File: config.mk
export PLATFORM = sky130hd
export DESIGN_NAME = ntt_polynomial_multiplier
export DESIGN_NICKNAME = d
export VERILOG_FILES = /design/src/rtl/npm_pkg.sv /design/src/rtl/npm_coef_ram.sv /design/src/rtl/npm_mulmod.sv /design/src/rtl/ntt_polynomial_multiplier.sv
export SDC_FILE = /design/constraint.sdc
export NUM_CORES = 2
export LEC_CHECK = 0
export ABC_AREA = 1
export BUFFER_PORTS_ARGS = -buffer_cell sky130_fd_sc_hd__buf_2
export CAP_MARGIN = 20
export CORE_MARGIN = 2
export CORE_UTILIZATION = 50
export DETAILED_ROUTE_END_ITERATION = 8
export GPL_TIMING_DRIVEN = 0
export PLACE_DENSITY = 0.68
export RECOVER_POWER = 50
export SLEW_MARGIN = 20
export SYNTH_ARGS = -nofsm -noshare
export SYNTH_HDL_FRONTEND = slang
export SYNTH_SLANG_ARGS = --single-unit
File: constraint.sdc
create_clock -name clk_i -period 6.3 [get_ports clk_i]
set_input_delay 0.945 -clock clk_i [delete_from_list [all_inputs] [get_ports clk_i]]
set_output_delay 0.945 -clock clk_i [all_outputs]
set_load 0.02 [all_outputs]
File: src/rtl/npm_pkg.sv
// ----------------------------------------------------------------------------
// npm_pkg
// Shared types and constants for the polynomial multiplier.
// ----------------------------------------------------------------------------
`default_nettype none

package npm_pkg;

  localparam int unsigned CoefW = 30;
  localparam int unsigned LenW  = 6;
  localparam int unsigned DegW  = 6;
  localparam int unsigned NeedW = 7;
  localparam int unsigned MulCntW = 5;

  localparam logic [CoefW-1:0] Modulus = 30'd998244353;

  typedef enum logic [2:0] {
    ST_IDLE,
    ST_SETUP,
    ST_KINIT,
    ST_IADDR,
    ST_JCHK,
    ST_RD,
    ST_MUL,
    ST_EMIT
  } state_e;

  typedef struct packed {
    logic start;
    logic busy;
    logic done;
  } mul_ctrl_t;

  // a + b mod p, both operands below p
  function automatic logic [CoefW-1:0] add_mod(input logic [CoefW-1:0] a,
                                               input logic [CoefW-1:0] b);
    logic [CoefW:0] s;
    s = {1'b0, a} + {1'b0, b};
    if (s >= {1'b0, Modulus}) s = s - {1'b0, Modulus};
    return s[CoefW-1:0];
  endfunction

endpackage

`default_nettype wire

File: src/rtl/npm_coef_ram.sv
// ----------------------------------------------------------------------------
// npm_coef_ram
// Coefficient store, one write and one registered read port.
// ----------------------------------------------------------------------------
`default_nettype none

module npm_coef_ram #(
  parameter int unsigned Depth = 32,
  parameter int unsigned AddrW = 5
) (
  input  wire logic                     clk_i,
  input  wire logic                     we_i,
  input  wire logic [AddrW-1:0]         waddr_i,
  input  wire logic [npm_pkg::CoefW-1:0] wdata_i,
  input  wire logic                     re_i,
  input  wire logic [AddrW-1:0]         raddr_i,
  output logic      [npm_pkg::CoefW-1:0] rdata_o
);

  logic [npm_pkg::CoefW-1:0] mem [Depth];

  always_ff @(posedge clk_i) begin
    if (we_i) begin
      mem[waddr_i] <= wdata_i;
    end
    if (re_i) begin
      rdata_o <= mem[raddr_i];
    end
  end

endmodule

`default_nettype wire

File: src/rtl/npm_mulmod.sv
// ----------------------------------------------------------------------------
// npm_mulmod
// Bit-serial modular multiplier, one bit of b per cycle, MSB first.
// ----------------------------------------------------------------------------
`default_nettype none

module npm_mulmod (
  input  wire logic                      clk_i,
  input  wire logic                      rst_ni,
  input  wire logic                      start_i,
  input  wire logic [npm_pkg::CoefW-1:0] a_i,
  input  wire logic [npm_pkg::CoefW-1:0] b_i,
  output logic                           busy_o,
  output logic                           done_o,
  output logic      [npm_pkg::CoefW-1:0] prod_o
);

  logic [npm_pkg::CoefW-1:0]   a_q, b_q, r_q, r_d, dbl;
  logic [npm_pkg::MulCntW-1:0] cnt_q;
  logic                        busy_q, done_q;

  always_comb begin
    dbl = npm_pkg::add_mod(r_q, r_q);
    r_d = b_q[npm_pkg::CoefW-1] ? npm_pkg::add_mod(dbl, a_q) : dbl;
  end

  always_ff @(posedge clk_i or negedge rst_ni) begin
    if (!rst_ni) begin
      busy_q <= 1'b0;
      done_q <= 1'b0;
      cnt_q  <= '0;
    end else begin
      done_q <= 1'b0;
      if (start_i) begin
        busy_q <= 1'b1;
        cnt_q  <= '0;
      end else if (busy_q) begin
        cnt_q <= cnt_q + 1'b1;
        if (cnt_q == npm_pkg::MulCntW'(npm_pkg::CoefW - 1)) begin
          busy_q <= 1'b0;
          done_q <= 1'b1;
        end
      end
    end
  end

  always_ff @(posedge clk_i) begin
    if (start_i) begin
      a_q <= a_i;
      b_q <= b_i;
      r_q <= '0;
    end else if (busy_q) begin
      r_q <= r_d;
      b_q <= {b_q[npm_pkg::CoefW-2:0], 1'b0};
    end
  end

  assign busy_o = busy_q;
  assign done_o = done_q;
  assign prod_o = r_q;

endmodule

`default_nettype wire

File: src/rtl/ntt_polynomial_multiplier.sv
// ----------------------------------------------------------------------------
// ntt_polynomial_multiplier
// Product of two polynomials modulo 998244353, one shared serial multiplier.
// ----------------------------------------------------------------------------
//
// channel | direction | handshake            | payload
// --------+-----------+----------------------+-------------------------------
// in      | request   | in_valid_i/in_ready_o | command, coefficient, last
// out     | result    | out_valid_o/out_ready_i | product_coefficient, degree,
//         |           |                      | final_item, overflow
//
// Loads are taken back to back while idle. A B request marked last starts the
// product: each output degree k sums A[i]*B[j] over (i+j) mod n == k mod n,
// n the power of two >= lenA+lenB-1 capped at TRANSFORM_SIZE (cyclic wrap).
// Each term passes through a read, the bit-serial multiplier and a next j
// check, so without stalls the multiplier sets the pace of a product.
// Input is not ready during the product; a stalled result just holds.
// Reset clears lengths, overflow flag and the sequencer; stores are not cleared.
// ----------------------------------------------------------------------------
`default_nettype none

module ntt_polynomial_multiplier #(
  parameter int unsigned MAX_LEN        = 32,
  parameter int unsigned TRANSFORM_SIZE = 64
) (
  input  wire logic                      clk_i,
  input  wire logic                      rst_ni,
  input  wire logic                      in_valid_i,
  output logic                           in_ready_o,
  input  wire logic                      command_i,
  input  wire logic [npm_pkg::CoefW-1:0] coefficient_i,
  input  wire logic                      last_i,
  output logic                           out_valid_o,
  input  wire logic                      out_ready_i,
  output logic      [npm_pkg::CoefW-1:0] product_coefficient_o,
  output logic      [npm_pkg::DegW-1:0]  degree_index_o,
  output logic                           final_item_o,
  output logic                           overflow_o
);

  localparam int unsigned AddrW = (MAX_LEN > 1) ? $clog2(MAX_LEN) : 1;
  localparam logic [npm_pkg::LenW-1:0]  MaxLen = npm_pkg::LenW'(MAX_LEN);
  localparam logic [npm_pkg::NeedW:0]   TSize  = (npm_pkg::NeedW + 1)'(TRANSFORM_SIZE);

  npm_pkg::state_e state_q, state_d;

  logic [npm_pkg::LenW-1:0]  len_a_q, len_b_q;
  logic                      ovf_q;
  logic [npm_pkg::NeedW-1:0] need_q;
  logic [npm_pkg::NeedW:0]   n_q, n_calc;
  logic [npm_pkg::DegW-1:0]  k_q, i_q;
  logic [npm_pkg::NeedW-1:0] j_q;
  logic [npm_pkg::CoefW-1:0] acc_q;
  logic [npm_pkg::CoefW-1:0] coef_red, rd_a, rd_b, prod;
  logic [npm_pkg::DegW-1:0]  mask, j_base;
  logic                      in_fire, out_fire, we_a, we_b, rd_en, last_out;
  npm_pkg::mul_ctrl_t        mul;

  assign in_fire  = in_valid_i & in_ready_o;
  assign out_fire = out_valid_o & out_ready_i;
  assign coef_red = (coefficient_i >= npm_pkg::Modulus) ?
                    coefficient_i - npm_pkg::Modulus : coefficient_i;
  assign we_a = in_fire & ~command_i & (len_a_q < MaxLen);
  assign we_b = in_fire &  command_i & (len_b_q < MaxLen);

  // transform size: smallest power of two covering the product, capped
  always_comb begin
    n_calc = (npm_pkg::NeedW + 1)'(1);
    for (int s = 0; s < npm_pkg::NeedW; s++) begin
      if ((n_calc < {1'b0, need_q}) && (n_calc < TSize)) n_calc = n_calc << 1;
    end
  end

  assign mask     = npm_pkg::DegW'(n_q - 1'b1);
  assign j_base   = (k_q - i_q) & mask;
  assign rd_en    = (state_q == npm_pkg::ST_JCHK) && (j_q < {1'b0, len_b_q});
  assign last_out = ({1'b0, k_q} == need_q - 1'b1);

  npm_coef_ram #(.Depth(MAX_LEN), .AddrW(AddrW)) u_ram_a (
    .clk_i   (clk_i),
    .we_i    (we_a),
    .waddr_i (len_a_q[AddrW-1:0]),
    .wdata_i (coef_red),
    .re_i    (rd_en),
    .raddr_i (i_q[AddrW-1:0]),
    .rdata_o (rd_a)
  );

  npm_coef_ram #(.Depth(MAX_LEN), .AddrW(AddrW)) u_ram_b (
    .clk_i   (clk_i),
    .we_i    (we_b),
    .waddr_i (len_b_q[AddrW-1:0]),
    .wdata_i (coef_red),
    .re_i    (rd_en),
    .raddr_i (j_q[AddrW-1:0]),
    .rdata_o (rd_b)
  );

  assign mul.start = (state_q == npm_pkg::ST_RD);

  npm_mulmod u_mul (
    .clk_i   (clk_i),
    .rst_ni  (rst_ni),
    .start_i (mul.start),
    .a_i     (rd_a),
    .b_i     (rd_b),
    .busy_o  (mul.busy),
    .done_o  (mul.done),
    .prod_o  (prod)
  );

  // sequencer
  always_comb begin
    state_d = state_q;
    unique case (state_q)
      npm_pkg::ST_IDLE: begin
        if (in_fire && command_i && last_i) begin
          // the B length seen here excludes this request; test the updated one
          if (len_a_q == '0 || (len_b_q == '0 && !we_b)) state_d = npm_pkg::ST_IDLE;
          else state_d = npm_pkg::ST_SETUP;
        end
      end
      npm_pkg::ST_SETUP: state_d = npm_pkg::ST_KINIT;
      npm_pkg::ST_KINIT: state_d = npm_pkg::ST_IADDR;
      npm_pkg::ST_IADDR: begin
        state_d = ({1'b0, i_q} >= {1'b0, len_a_q}) ? npm_pkg::ST_EMIT : npm_pkg::ST_JCHK;
      end
      npm_pkg::ST_JCHK: state_d = rd_en ? npm_pkg::ST_RD : npm_pkg::ST_IADDR;
      npm_pkg::ST_RD:   state_d = npm_pkg::ST_MUL;
      npm_pkg::ST_MUL:  if (mul.done) state_d = npm_pkg::ST_JCHK;
      npm_pkg::ST_EMIT: begin
        if (out_ready_i) state_d = last_out ? npm_pkg::ST_IDLE : npm_pkg::ST_KINIT;
      end
      default: state_d = npm_pkg::ST_IDLE;
    endcase
  end

  always_ff @(posedge clk_i or negedge rst_ni) begin
    if (!rst_ni) begin
      state_q <= npm_pkg::ST_IDLE;
      len_a_q <= '0;
      len_b_q <= '0;
      ovf_q   <= 1'b0;
    end else begin
      state_q <= state_d;
      if (in_fire) begin
        if (we_a) len_a_q <= len_a_q + 1'b1;
        if (we_b) len_b_q <= len_b_q + 1'b1;
        if (!we_a && !we_b) ovf_q <= 1'b1;
        if (command_i && last_i && state_d == npm_pkg::ST_IDLE) begin
          len_a_q <= '0;
          len_b_q <= '0;
          ovf_q   <= 1'b0;
        end
      end
      if (out_fire && last_out) begin
        len_a_q <= '0;
        len_b_q <= '0;
        ovf_q   <= 1'b0;
      end
    end
  end

  // datapath registers
  always_ff @(posedge clk_i) begin
    unique case (state_q)
      npm_pkg::ST_IDLE: begin
        need_q <= npm_pkg::NeedW'({1'b0, len_a_q} + {1'b0, len_b_q} + (we_b ? 1'b1 : 1'b0))
                  - 1'b1;
        k_q    <= '0;
      end
      npm_pkg::ST_SETUP: n_q <= n_calc;
      npm_pkg::ST_KINIT: begin
        acc_q <= '0;
        i_q   <= '0;
      end
      npm_pkg::ST_IADDR: j_q <= {1'b0, j_base};
      npm_pkg::ST_JCHK: if (!rd_en) i_q <= i_q + 1'b1;
      npm_pkg::ST_MUL: begin
        if (mul.done) begin
          acc_q <= npm_pkg::add_mod(acc_q, prod);
          j_q   <= j_q + n_q[npm_pkg::NeedW-1:0];
        end
      end
      npm_pkg::ST_EMIT: if (out_ready_i && !last_out) k_q <= k_q + 1'b1;
      default: ;
    endcase
  end

  assign in_ready_o            = (state_q == npm_pkg::ST_IDLE);
  assign out_valid_o           = (state_q == npm_pkg::ST_EMIT);
  assign product_coefficient_o = acc_q;
  assign degree_index_o        = k_q;
  assign final_item_o          = last_out;
  assign overflow_o            = ovf_q;

  // checks
  a_excl: assert property (@(posedge clk_i) disable iff (!rst_ni)
    !(out_valid_o && in_ready_o)) else $error("in and out active together");
  a_deg: assert property (@(posedge clk_i) disable iff (!rst_ni)
    out_valid_o |-> ({1'b0, degree_index_o} < need_q)) else $error("degree beyond product");
  a_mul: assert property (@(posedge clk_i) disable iff (!rst_ni)
    mul.busy |-> (state_q == npm_pkg::ST_MUL)) else $error("multiplier busy out of step");
  a_len: assert property (@(posedge clk_i) disable iff (!rst_ni)
    (len_a_q <= MaxLen) && (len_b_q <= MaxLen)) else $error("length beyond store");

endmodule

`default_nettype wire
==> flow_summary.ini <==
[sta]
worst_pin_slew_ns = 3.686
finalCriticalPeriod_ns = 6.385
slew_viol_final = 952
clock.fmax_ghz = 0.1566
slew_headroom_pct = -148.3
setup_ws_ns = -0.08550
rsz0062_at_grt = true
skew_ns = 0.07322
setup_viol = 8
fin_tns_setup_ns = -0.3438
hold_viol_final = 0
period_share_pct = 101.4

[final_layout]
nNetsFinal = 8422
final_util_pct = 57.65
fill_cells = 14650
final_cells = 10880
drive_above_1_share_pct = 7.953
syn_to_final_growth_pct = 14.31

[die]
dieArea_mm2 = 0.1887
core_mm2 = 0.1837
ios = 76
die_w_um = 434.4
rows = 157
initial_utilization_pct = 50.43
fp.dieH_um = 434.4

[route]
avgRoutedWirePerCell_um = 28.88
ant_nets = 0
routed_wl_um = 314300
drt_first_iter_violations = 10820
vias_per_cell = 6.326
route.detailed.drc = 0
vias = 68840
first_pass_iters = 6

[placement]
hpwlAfterDp_um = 222900
place_inst = 10460
gp_congestion = 0.9581
port_buffers = 75

[grt]
grt_max_degree = 61
top_usage_layer = met2
overflow = 0
use_met3_pct = 10.11
antenna_found_initial = 20
grt_util_met1_pct = 45.25
grtUsageTotal_pct = 32.73
grt_pass1_vias = 64660
grtUsageMet2_pct = 49.21
grt_pass1_wl_um = 445000

[yosys]
syn_area_mm2 = 0.09263
postSynthCellCount = 7754
ys_ff_latch = 2156
synth_edf_count = 2103
synth_cell_types = 70
synth-xor-area-share_pct = 1.405
syn_nets = 7934
synth.area.top_cells = edfxtp_1 68%, o21ai_0 6.1%, nor2_1 5.5%, nand2_1 2.7%, o221ai_1 2.6%
ys.warnings.count = 0
synth_top_family_by_area = compound AO/OA/AOI/OAI gates
synthSimpleGateAreaFrac_pct = 11.38
yosysTopAreaCellShare_pct = 68.18
synth-adder-area-share_pct = 1.986
ys_seq_area_share_pct = 69.45
synth_compound_area_share_pct = 12.35
async_flop_share_pct = 1.067
synthMuxAreaShare_pct = 0
synth_ff_type = edfxtp_1
syn_avg_cell_area_um2 = 11.95
yosys.area.top_type = edfxtp_1

[critical_path]
worstSetupStartpointType = flop
critPathKind = flop to flop
cp_max_fo = 8
endpoint_kind = flop
cpMaxStageDelayCell = edfxtp_1
cp_slowest_stage_delay_ns = 0.45
worst_path_most_repeated_cell = nand2_2
cp_top_family = simple AND/OR/NAND/NOR gates
path_buf_inv = 5
cp.arrival_ns = 6.95
crit_required_ns = 6.87

[clock_network]
ctsHoldBuffers = 0
cts_max_level = 4
cts_tree = built
cts.sinks = 2156
clk_pin_slew_ns = 0.06
cts_buffers = 204
clk_latency_ns = 0.90
root_buffer = clkbuf_16
clockBufferDepth = 3

[power]
p_leak_nw = 35.58
ir_drop_uv = 408.1
pwr_density_cell_mw_per_mm2 = 480.0

[outcome]
violations = capacitance limit, slew limit, setup timing
status = finished, violations left

[worst_hold_path]
hold_class = flop to flop

[run]
cap_viol_max_count = 54
==> synth_stat cells, types with 11 or more instances <==
library cell  number
dfxtp_1           30
buf_1             18
o21ai_1           16
xnor2_1           43
a21o_1            13
o21ai_0         1130
a21oi_1          146
clkbuf_1         413
nand4_1           95
o22ai_1          212
nor3_1            62
a32oi_1           18
nand3_1          284
inv_1            363
xor2_1            95
dfrtp_1           23
o221ai_1         274
nand2_2           13
inv_2             15
edfxtp_1        2103
nor2_1          1365
nor4_1            11
nand2_1          676
ha_1             139
o211ai_1          22
a31oi_1           39
==> registers in the layout, indices dropped and copies added (netlist names) <==
name / flops
product_coefficient_o: 30
j_q: 7
u_ram_b.rdata_o: 30
need_q: 7
u_mul.prod_o: 30
i_q: 6
u_mul.busy_o: 1
u_mul.a_q: 30
u_mul.b_q: 30
len_a_q: 6
state_q: 3
degree_index_o: 6
u_mul.done_o: 1
n_q: 7
overflow_o: 1
len_b_q: 6
u_ram_a.mem: 960
u_ram_a.rdata_o: 30
u_mul.cnt_q: 5
u_ram_b.mem: 960
==> cells in the final DEF, fill, tap and decap left out, drive strengths merged, types with 7 or more instances in the layout <==
cell / instances
o221ai: 274
a21o: 13
ha: 139
edfxtp: 2103
nor3: 66
nand3: 286
buf: 194
inv: 391
or2: 14
nor4: 13
o22ai: 212
o211ai: 22
dfrtp: 23
xnor2: 43
a32oi: 18
o21ai: 1154
o21bai: 12
xor2: 100
o31ai: 7
a31oi: 40
clkinv: 103
clkbuf: 780
nand2: 691
a21oi: 158
bufinv: 11
dfxtp: 30
nor2: 1374
nand3b: 8
nand4: 97
==> power breakdown <==
group | internal [mW] | switching, mW | total, mW
clock | 6.46 | 5.55 | 12.0
combinational | 5.89 | 15.6 | 21.5
sequential | 16.7 | 0.683 | 17.4
==> repair_timing <==
action,4_1_cts,5_1_grt
endpoints found under the setup margin,7,41
setup buffers,23,15
hold endpoints to repair,0,0
pin swaps,15,44
resized for setup,38,88
gates cloned,1,0
==> cell families (layout without fill, tap and decap cells) <==
group,after synthesis,in the layout
AND/OR/NAND/NOR,2552,2553
flip-flops,2156,2156
AO/OA/AOI/OAI,1931,1931
buffers and inverters,828,1485
adder cells (fa/ha/maj),144,144
XOR/XNOR,143,143
other,0,6
==> per-layer routing <==
metal,part of all wire (%),up-vias,wire length (um)
li1,-,29430,-
met1,37,33670,116600
met2,44,5080,138100
met3,15,645,46820
met4,4.1,10,12760
met5,0.019,-,61
==> area by class of cell <==
type                    count  area [um2]  area share, %
inverters                 382        1448          1.367
clock buffers             247        5266          4.974
clock inverters           129        1140          1.076
plain buffers             445        1745          1.648
flip-flops and latches   2156       64330          60.76
multi-input cells        4771       25740          24.31
diodes                      6       15.01        0.01418
well taps                2464        3083          2.912
repair buffers            282        3109          2.936
==> through the flow <==
step	setup WS (ns)	hold WS [ns]	cell area (um2)	power, mW
2_1_floorplan	0.03322	0.4003	92640	29.91
3_3_place_gp	-6.461	0.4025	96100	37.38
3_5_place_dp	-0.7806	0.4045	100700	37.92
4_1_cts	0.01177	0.1410	107400	49.92
5_1_grt	-0.5204	0.4205	105900	52.92
6_report	-0.08550	0.4163	105900	50.83
==> worst paths after layout <==
path | startpoint | end | slack (ns) | depth (start not counted)
min in group asynchronous | rst_ni | u_mul.cnt_q[1] | 0.65 | 1
max in group asynchronous | rst_ni | u_mul.done_o | 4.43 | 1
worst max-delay path | need_q[5] | n_q[3] | -0.09 | 42
worst min register to register | u_ram_a.rdata_o[1] | u_mul.a_q[1] | 0.42 | 0
worst max register to register | need_q[5] | n_q[3] | -0.09 | 42
worst min-delay path | u_ram_a.rdata_o[1] | u_mul.a_q[1] | 0.42 | 0
No activity file was read; power rests on OpenSTA's default activity.
